$ cat src/rtl/deq_pkg.sv
`timescale 1ns / 1ps

package deq_pkg;

   localparam int WORD_WIDTH   = 32;
   localparam int MODE_WIDTH   = 2;
   localparam int STATUS_WIDTH = 2;

   typedef logic signed [WORD_WIDTH-1:0] deq_word_type;

   typedef enum logic [MODE_WIDTH-1:0] {
      MODE_PUSH_FRONT = 2'd0,
      MODE_PUSH_REAR  = 2'd1,
      MODE_POP_FRONT  = 2'd2,
      MODE_POP_REAR   = 2'd3
   } deq_mode_type;

   typedef enum logic [STATUS_WIDTH-1:0] {
      STATUS_OK    = 2'd0,
      STATUS_FULL  = 2'd1,
      STATUS_EMPTY = 2'd2
   } deq_status_type;

   // Operation broadcast to every cell; at most one bit is set, and only for
   // a beat that changes the contents.
   typedef struct packed {
      logic push_front;
      logic push_rear;
      logic pop_front;
      logic pop_rear;
   } deq_op_type;

endpackage

$ cat src/rtl/deq_cell.sv
`timescale 1ns / 1ps

module deq_cell
   import deq_pkg::*;
(
   input  logic         clock,
   input  logic         reset,
   input  deq_op_type   op,
   input  deq_word_type value,
   input  logic         prev_occ,
   input  logic         next_occ,
   input  deq_word_type left_front_word,
   input  deq_word_type right_front_word,
   input  deq_word_type left_rear_word,
   input  deq_word_type right_rear_word,
   output logic         occ,
   output deq_word_type front_word,
   output deq_word_type rear_word
);

   logic         occ_ff, occ_in;
   deq_word_type front_word_ff, front_word_in;
   deq_word_type rear_word_ff, rear_word_in;
   logic         slot;

   // This cell is the first free one, where an append lands.
   assign slot = !occ_ff && prev_occ;

   always_comb begin
      occ_in        = occ_ff;
      front_word_in = front_word_ff;
      rear_word_in  = rear_word_ff;
      if (op.push_front) begin
         front_word_in = left_front_word;
         if (slot) begin
            rear_word_in = value;
         end
         occ_in = occ_ff | prev_occ;
      end else if (op.push_rear) begin
         rear_word_in = left_rear_word;
         if (slot) begin
            front_word_in = value;
         end
         occ_in = occ_ff | prev_occ;
      end else if (op.pop_front) begin
         front_word_in = right_front_word;
         occ_in        = next_occ;
      end else if (op.pop_rear) begin
         rear_word_in = right_rear_word;
         occ_in       = next_occ;
      end
   end

   always_ff @(posedge clock) begin
      if (reset) begin
         occ_ff <= 1'b0;
      end else begin
         occ_ff <= occ_in;
      end
   end

   always_ff @(posedge clock) begin
      front_word_ff <= front_word_in;
      rear_word_ff  <= rear_word_in;
   end

   assign occ        = occ_ff;
   assign front_word = front_word_ff;
   assign rear_word  = rear_word_ff;

endmodule

$ cat config.mk
export PLATFORM = sky130hd
export DESIGN_NAME = deq_cell
export DESIGN_NICKNAME = d
export VERILOG_FILES = /design/src/rtl/deq_pkg.sv /design/src/rtl/deq_cell.sv
export SDC_FILE = /design/constraint.sdc
export NUM_CORES = 1
export LEC_CHECK = 0
export ABC_AREA = 1
export BUFFER_PORTS_ARGS = -buffer_cell sky130_fd_sc_hd__buf_2
export CAP_MARGIN = 30
export CORE_AREA = 2 2 91 93
export DETAILED_ROUTE_END_ITERATION = 8
export DIE_AREA = 0 0 93 95
export PLACE_DENSITY = 0.81
export SYNTH_ARGS = -nofsm -noshare
export SYNTH_HDL_FRONTEND = slang
export SYNTH_SLANG_ARGS = --single-unit
$ cat constraint.sdc
create_clock -name clock -period 4.9 [get_ports clock]
set_input_delay 0.49 -clock clock [delete_from_list [all_inputs] [get_ports clock]]
set_output_delay 0.49 -clock clock [all_outputs]
set_load 0.03 [all_outputs]
---- Yosys cells after proc, flatten, opt, wreduce, memory -nomap -nowiden ----
Index checks and enable logic that the tools add are counted.
cells by class
  eq/ne operators ......................... 3
  multiplexer cells ....................... 12
  bitwise gates (word level) .............. 1
  reduce and logical (&&, ||, !) cells .... 7
operators with widths
  cell                count
  $mux 32             8
  $ne 3x1->1 const B  2
  $reduce_bool 3->1   2
  $mux 1              4
  $reduce_bool 4->1   1
  $reduce_and 3->1    1
  $ne 2x1->1 const B  1
  $reduce_and 2->1    1
  $logic_and 1x1->1   1
  $logic_not 1->1     1
  $or 1x1->1          1
word-level totals
  bits in registers ....................... 65
  input bits .............................. 168
  output and inout port bits .............. 65
  logic and storage cells ................. 26

---- Logic depth before layout (Yosys ltp) ----
Gate-level depths: netlist (run 1).
  word-level depth ........................ 5
  depth in mapped cells ................... 6
  mapped depth without buffers ............ 6

---- Worst setup path after synthesis (run 1) ----
Ideal clock, no wire load.
  path type ............................... input -> register
  start point ............................. input op[2] in the netlist's numbering
  end point ............................... register rear_word_ff[0] (netlist: rear_word[0]) (enable)
  setup time .............................. 436 ps
  arrival time ............................ 2,338 ps
  required time ........................... 4,464 ps
  path slack .............................. 2,126 ps
  cell stages on the path ................. 3
  path buffers ............................ 1
  path through ............................ nor2_2 > buf_4 > a22oi_1
on the way
  longest elaborated chain between the ends .. 2
  elaborated cells between the ends (all ways) .. 3
  those cells by class .................... 1 x eq/ne; 2 x reduce/logical
ends and longest elaborated chain
  element                                                                  RTL line        source
  start: declaration                                                       deq_cell.sv:8   input deq_op_type op,
  $ne 3x1->1 (no source line) / $reduce_bool 3->1 (equally long branches)  -
  $reduce_and 3->1 (no source line) *                                      -
  end signal: assignment                                                   deq_cell.sv:64  rear_word_ff <= rear_word_in;
  end: declaration                                                         deq_cell.sv:23  deq_word_type rear_word_ff, rear_word_in;
Mark *: on every way between the ends. The rest lies on a longest branch, timed or not.
A chain may end at the register's enable or synchronous reset.

---- Worst setup path in the final report (run 1) ----
  start point ............................. input op[3] in the netlist's numbering
  end point ............................... register rear_word_ff[15] (netlist: rear_word[15]) (enable)
on the way
  longest elaborated chain between the ends .. 2
  elaborated cells between the ends (all ways) .. 4
  those cells by class .................... 2 x eq/ne; 2 x reduce/logical
ends and longest elaborated chain
  element
  $ne 3x1->1 (no source line) (tied with other cells)
  $reduce_and 3->1 (no source line) *
Marks and branches as above.

==> flow_summary.ini, run 1 <==
[grt]
grt_max_degree = 67
antenna_found_initial = 0
grt_pass1_vias = 3157
gr-total-overflow = 0
grtUsageTotal_pct = 21.4
grt_first_pass_wirelength_mm = 14.6

[timing]
post-route-min-period_ns = 2.44
skew_ns = 0.0111
rsz0062_at_grt = false
maxSlewViolCount = 0
setup_tns_ns = 0
hold_viol = 0
fmax_ghz = 0.409
setup_viol = 0
slew_headroom_pct = 42.0
period_share_pct = 49.9
worst_pin_slew_ns = 0.870

[clock_tree]
ctsLongestPathBuffers = 2
root_buffer = clkbuf_8
cts-htree-levels = 3
clock_sink_count = 65
path_clk_slew_ns = 0.07
numCtsBuffers = 9
cts_tree = yes
cts_setup_buffers = 0
cts_resized = 0
worstSkewPairLatency_ns = 0.33
cts_hold_buf = 0

[logic_synthesis]
yosysSeqAreaShare_pct = 60.5
synth_seq_cells = 65
synth_cells = 367
synth_top_cell_by_area = edfxtp_1
syn_avg_cell_area_um2 = 8.75
synth_fp_nets = 535
synth.top_cells.by_area = edfxtp_1 (60%), nand2_1 (23%), nand3_1 (10%)
yosysWarningCount = 0
syn_area_um2 = 3210
yosysUniqueCellTypes = 15
post-synth-top-area-fraction_pct = 59.9

[power]
p_total_mw = 1.53
irDropWorstVdd_mv = 0.138
power_density_nw_per_um2 = 326
p_leak_nw = 2.35

[worst_setup_path]
regToRegSetupSlack_ns = 2.96
crit_arrival_ns = 2.46
crit_fanout = 40
end_kind = register
setup.worst_path.class = input pin to register
crit_required_ns = 4.91
cp-start-kind = input pin

[placement]
place.gp.congestion = 0.846
io_buffers = 232
hpwl_mm = 7.23

[status]
status = completed

[cells_and_area]
multi_input_area_um2 = 1150
drive_above_1_share_pct = 42.7
regArea_um2 = 1940
syn_to_final_growth_pct = 46.0
n_fill_cell = 745
nets = 763
antenna_cells = 0

[routing]
drc_errors = 0
drt_iter0_markers = 166
vias = 3408
finalWirelength_mm = 9.59
via_per_inst = 4.83
drtPass1Iterations = 4
drtAntennaViolNets = 0
wire_per_inst_um = 13.6

[die]
rows = 33
chipHeight_um = 95
pin_count = 233
coreArea_um2 = 7930
dieArea_um2 = 8840
start_util_pct = 40.5
die_x_um = 93

[min_path]
hold_class = input pin to register

[flow_run]
cap_violations = 0
cell usage after synthesis (all sizes together):
cell / number
a22oi: 1
nand2: 199
nand3: 66
clkbuf: 3
nor2: 6
dfxtp: 1
edfxtp: 64
o21bai: 1
inv: 8
buf: 17
o21ai: 1
stage by stage:
| step | std cells | hold WS [ns] | area, µm² | util [%] | worst slack [ns] |
|---|---|---|---|---|---|
| after detailed placement | 688 | 0.621 | 4460 | 56.2 | 2.13 |
| after global placement | 687 | 0.614 | 4440 | 56.0 | 1.86 |
| after floorplan | 367 | 0.639 | 3210 | - | 2.13 |
| after global routing | 705 | 0.394 | 4690 | 59.1 | 2.28 |
| final | 705 | 0.388 | 4690 | 59.1 | 2.46 |
| after CTS | 704 | 0.370 | 4670 | 58.9 | 2.48 |
cells by family (layout without fill, tap and decap cells):
group                  count (synthesis)  count (layout)  synth area share, %
AOI/OAI and AO/OA                      3               3                0.624
buffers and inverters                 28             261                 4.33
DFF                                   65              65                 60.5
and+or+nand+nor                      271             271                 34.6
area by class of cell:
type | count | area share (%)
Inverter | 8 | 0.641
Tap cell | 105 | 2.80
Timing Repair Buffer | 237 | 26.1
Clock inverter | 7 | 1.82
Clock buffer | 9 | 2.64
Multi-Input combinational cell | 274 | 24.6
Sequential cell | 65 | 41.4
metal layers:
metal	part of all wire, %	vias to the layer above	global-route usage (%)
met3	8.9	14	5.91
met4	1.6	0	8.95
met5	0	-	0
met2	51	185	36.7
li1	-	1670	-
met1	39	1539	25.4
sequential cells by signal, indices dropped and copies added, names as in the netlist:
register,cells
rear_word,32
occ,1
front_word,32
placed cells by master, fill, tap and decap left out:
cell type   instances
nand2_1           199
clkinvlp_4          1
buf_12              2
o21bai_4            1
dfxtp_1             1
o21ai_0             1
clkbuf_8            9
nor2_4              2
inv_1               7
bufinv_16           2
nand3_1            66
clkinv_2            2
inv_2               1
buf_2             232
a22oi_2             1
nor2_1              4
clkinv_1            2
buf_4               3
edfxtp_1           64
power breakdown:
group	switching, mW	total (mW)	leakage [nW]	internal, mW
combinational	0.232	0.351	1.59	0.119
sequential	0.0148	0.696	0.652	0.681
clock	0.201	0.483	0.104	0.281
critical path: stages:
cell and delay (ns):
buf_2 0.44, buf_12 0.28, nand3_1 0.13, a22oi_2 0.71
buf_4 0.39
worst paths after layout:
check | start | end | cells past startpoint
max | op[3] | rear_word[15] | 5
max reg2reg | occ | rear_word[15] | 4
min reg2reg | occ | occ | 4
min | reset | occ | 4
No activity file was read; power rests on OpenSTA's default activity.
==> inputs of run 2 (changes only) <==
--- a/config.mk
+++ b/config.mk
@@ -5,12 +5,11 @@
 export SDC_FILE = /design/constraint.sdc
 export NUM_CORES = 1
 export LEC_CHECK = 0
-export ABC_AREA = 1
+export ABC_AREA = 0
 export BUFFER_PORTS_ARGS = -buffer_cell sky130_fd_sc_hd__buf_2
 export CAP_MARGIN = 30
-export CORE_AREA = 2 2 91 93
+export CORE_UTILIZATION = 42
 export DETAILED_ROUTE_END_ITERATION = 8
-export DIE_AREA = 0 0 93 95
 export PLACE_DENSITY = 0.81
 export SYNTH_ARGS = -nofsm -noshare
 export SYNTH_HDL_FRONTEND = slang
==> constraint.sdc (replaced) <==
create_clock -name clock -period 2.45 [get_ports clock]
set_input_delay 0.245 -clock clock [delete_from_list [all_inputs] [get_ports clock]]
set_output_delay 0.245 -clock clock [all_outputs]
set_load 0.03 [all_outputs]
==> flow_summary.ini, run 2 <==
[power]
p_int_mw = 2.07
p_leak_nw = 2.33
p_sw_share_pct = 29.3
power_density_nw_per_um2 = 616
irDropWorstVdd_mv = 0.346
power.switching_mw = 0.858
pwr-share-seq_pct = 47.2
pwr-share-comb_pct = 24.0
power_frac_clock_pct = 28.8

[clock_tree]
worstSkewPairLatency_ns = 0.33
clock_sink_count = 65
cts_tree = yes
cts_resized = 0
path_clk_slew_ns = 0.07
root_buffer = clkbuf_8
cts-htree-levels = 3
ctsLongestPathBuffers = 2
cts_hold_buf = 0
cts_setup_buffers = 0
numCtsBuffers = 9

[cells_and_area]
mostFrequentLayoutCells = buf_2 (230), mux2i_1 (65), nand2_1 (64), edfxtp_1 (64), o21ai_0 (47)
nets = 684
syn_to_final_growth_pct = 41.5
antenna_cells = 0
final_common_cell = buf_2
drive_above_1_share_pct = 48.4

[grt]
grtUsageTotal_pct = 20.3
grt_pass1_vias = 2789
gr-total-overflow = 0
grt_first_pass_wirelength_mm = 13.0
antenna_found_initial = 0
grt_max_degree = 70

[die]
start_util_pct = 43.5
rows = 32
die_x_um = 91.5
dieArea_um2 = 8370
pin_count = 233
coreArea_um2 = 7730
chipHeight_um = 91.5

[worst_setup_path]
cp_slowest_stage_delay_ns = 0.74
crit_fanout = 32
reg2reg_from = occ
rr_worst_depth = 2
worstReg2RegEnd = front_word[6]
end_kind = register
crit_arrival_ns = 1.50
path_cells = inv_1 > a311o_2
critPathSlowestCell = a311o_2
regToRegSetupSlack_ns = 0.90
crit_required_ns = 2.41
cp-start-kind = register
setup.worst_path.class = register to register

[routing]
drtAntennaViolNets = 0
via_per_inst = 4.84
drt_iter0_markers = 102
vias = 3018
drc_errors = 0
finalWirelength_mm = 8.65
drtPass1Iterations = 4
wire_per_inst_um = 13.9

[logic_synthesis]
synth_most_common_cell = mux2i_1
synth-edff-count = 64
yosysUniqueCellTypes = 19
syn_area_um2 = 3360
yosysWarningCount = 0
synth_fp_nets = 459
synth_top_cell_by_area = edfxtp_1
syn_avg_cell_area_um2 = 11.6
synthTopCellsByCount = mux2i_1 (65), edfxtp_1 (64), nand2_1 (64)
ys_async_sr_fraction_pct = 0
yosysSeqAreaShare_pct = 57.7
post-synth-top-area-fraction_pct = 57.1
synth_seq_cells = 65
yosys_most_used_dff = edfxtp_1
synth.top_cells.by_area = edfxtp_1 (57%), mux2i_1 (19%), o21ai_0 (7.1%)
synth_cells = 291

[timing]
whs_ns = 0.0646
skew_ns = 0.00745
fmax_ghz = 0.647
rsz0062_at_grt = false
slew_headroom_pct = 45.2
maxSlewViolCount = 0
setup_tns_ns = 0
worst_pin_slew_ns = 0.822
post-route-min-period_ns = 1.55
hold_viol = 0
setup_viol = 0
period_share_pct = 63.1

[min_path]
hp-start = reset
min_to = occ
min_path_cells = 2
hold_class = input pin to register

[flow_run]
cap_violations = 0

[placement]
hpwl_mm = 6.53
io_buffers = 232
place.gp.congestion = 0.748

[status]
status = completed
[run 2: cell types whose count changed in the layout (fill, tap and decap cells not counted), moves of 2 or more]
cell	delta
nand3_1	-65
mux2i_1	+65
buf_2	-2
clkbuf_1	+2
buf_4	+2
inv_1	-5
nand2_1	-135
o21ai_0	+46
nor2_1	-3
o21ai_1	+17
buf_12	-2
[run 2: worst max path at each step]
stage	startpoint	endpoint	slack (ns)	cells after the start
3_5_place_dp	op[3]	front_word[8]	0.57	2
6_report	occ	front_word[6]	0.90	2
5_1_grt	occ	front_word[6]	0.80	2
2_1_floorplan	op[2]	front_word[0]	0.47	4
4_1_cts	occ	front_word[8]	0.89	2
3_3_place_gp	op[3]	front_word[10]	0.64	2
[run 2: power by group through the flow]
stage	combinational (mW)	sequential, mW	clock [mW]
6_report	0.705	1.38	0.845
5_1_grt	0.757	1.39	0.908
4_1_cts	0.701	1.39	0.863
3_5_place_dp	0.700	1.41	0
3_3_place_gp	0.684	1.41	0
2_1_floorplan	0.209	1.63	0
[run 2: critical path, delay by kind of cell (launching register included)]
| kind | cells | cell delay, ns |
|---|---|---|
| compound gates | 1 | 0.74 |
| flops | 1 | 0.32 |
| buf+inv | 1 | 0.10 |
[run 2: logic make-up after synthesis]
kind of cell | Yosys count | synth area share, %
flip-flops | 65 | 57.7
AND/OR/NAND/NOR | 69 | 8.07
multiplexers | 65 | 19.3
buffers and inverters | 24 | 4.31
AO/OA/AOI/OAI | 68 | 10.6
[run 2: cell type report]
| cell class | count | area, µm² |
|---|---|---|
| Clock buffer | 11 | 131 |
| Clock inverter | 5 | 46.3 |
| Fill cell | 640 | 2970 |
| Inverter | 2 | 7.51 |
| Multi-Input combinational cell | 202 | 1290 |
| Sequential cell | 65 | 1940 |
| Tap cell | 102 | 128 |
| Timing Repair Buffer | 236 | 1220 |
[run 2: routing by layer]
metal,vias to the layer above,part of all wire [%],global-route usage (%)
met5,-,0,0
met4,0,1.9,9.26
met3,15,7.0,5.28
met2,140,52,36.7
met1,1350,39,22.2
li1,1513,-,-
[run 2: per-stage QoR]
stage | std cells | area [µm²] | worst slack (ns) | power (mW) | utilization [%]
after floorplan | 291 | 3370 | 0.472 | 1.83 | -
after global placement | 606 | 4560 | 0.637 | 2.09 | 59.0
after detailed placement | 606 | 4560 | 0.570 | 2.11 | 59.0
after CTS | 622 | 4730 | 0.887 | 2.95 | 61.3
after global routing | 623 | 4760 | 0.803 | 3.06 | 61.6
final | 623 | 4760 | 0.903 | 2.93 | 61.6
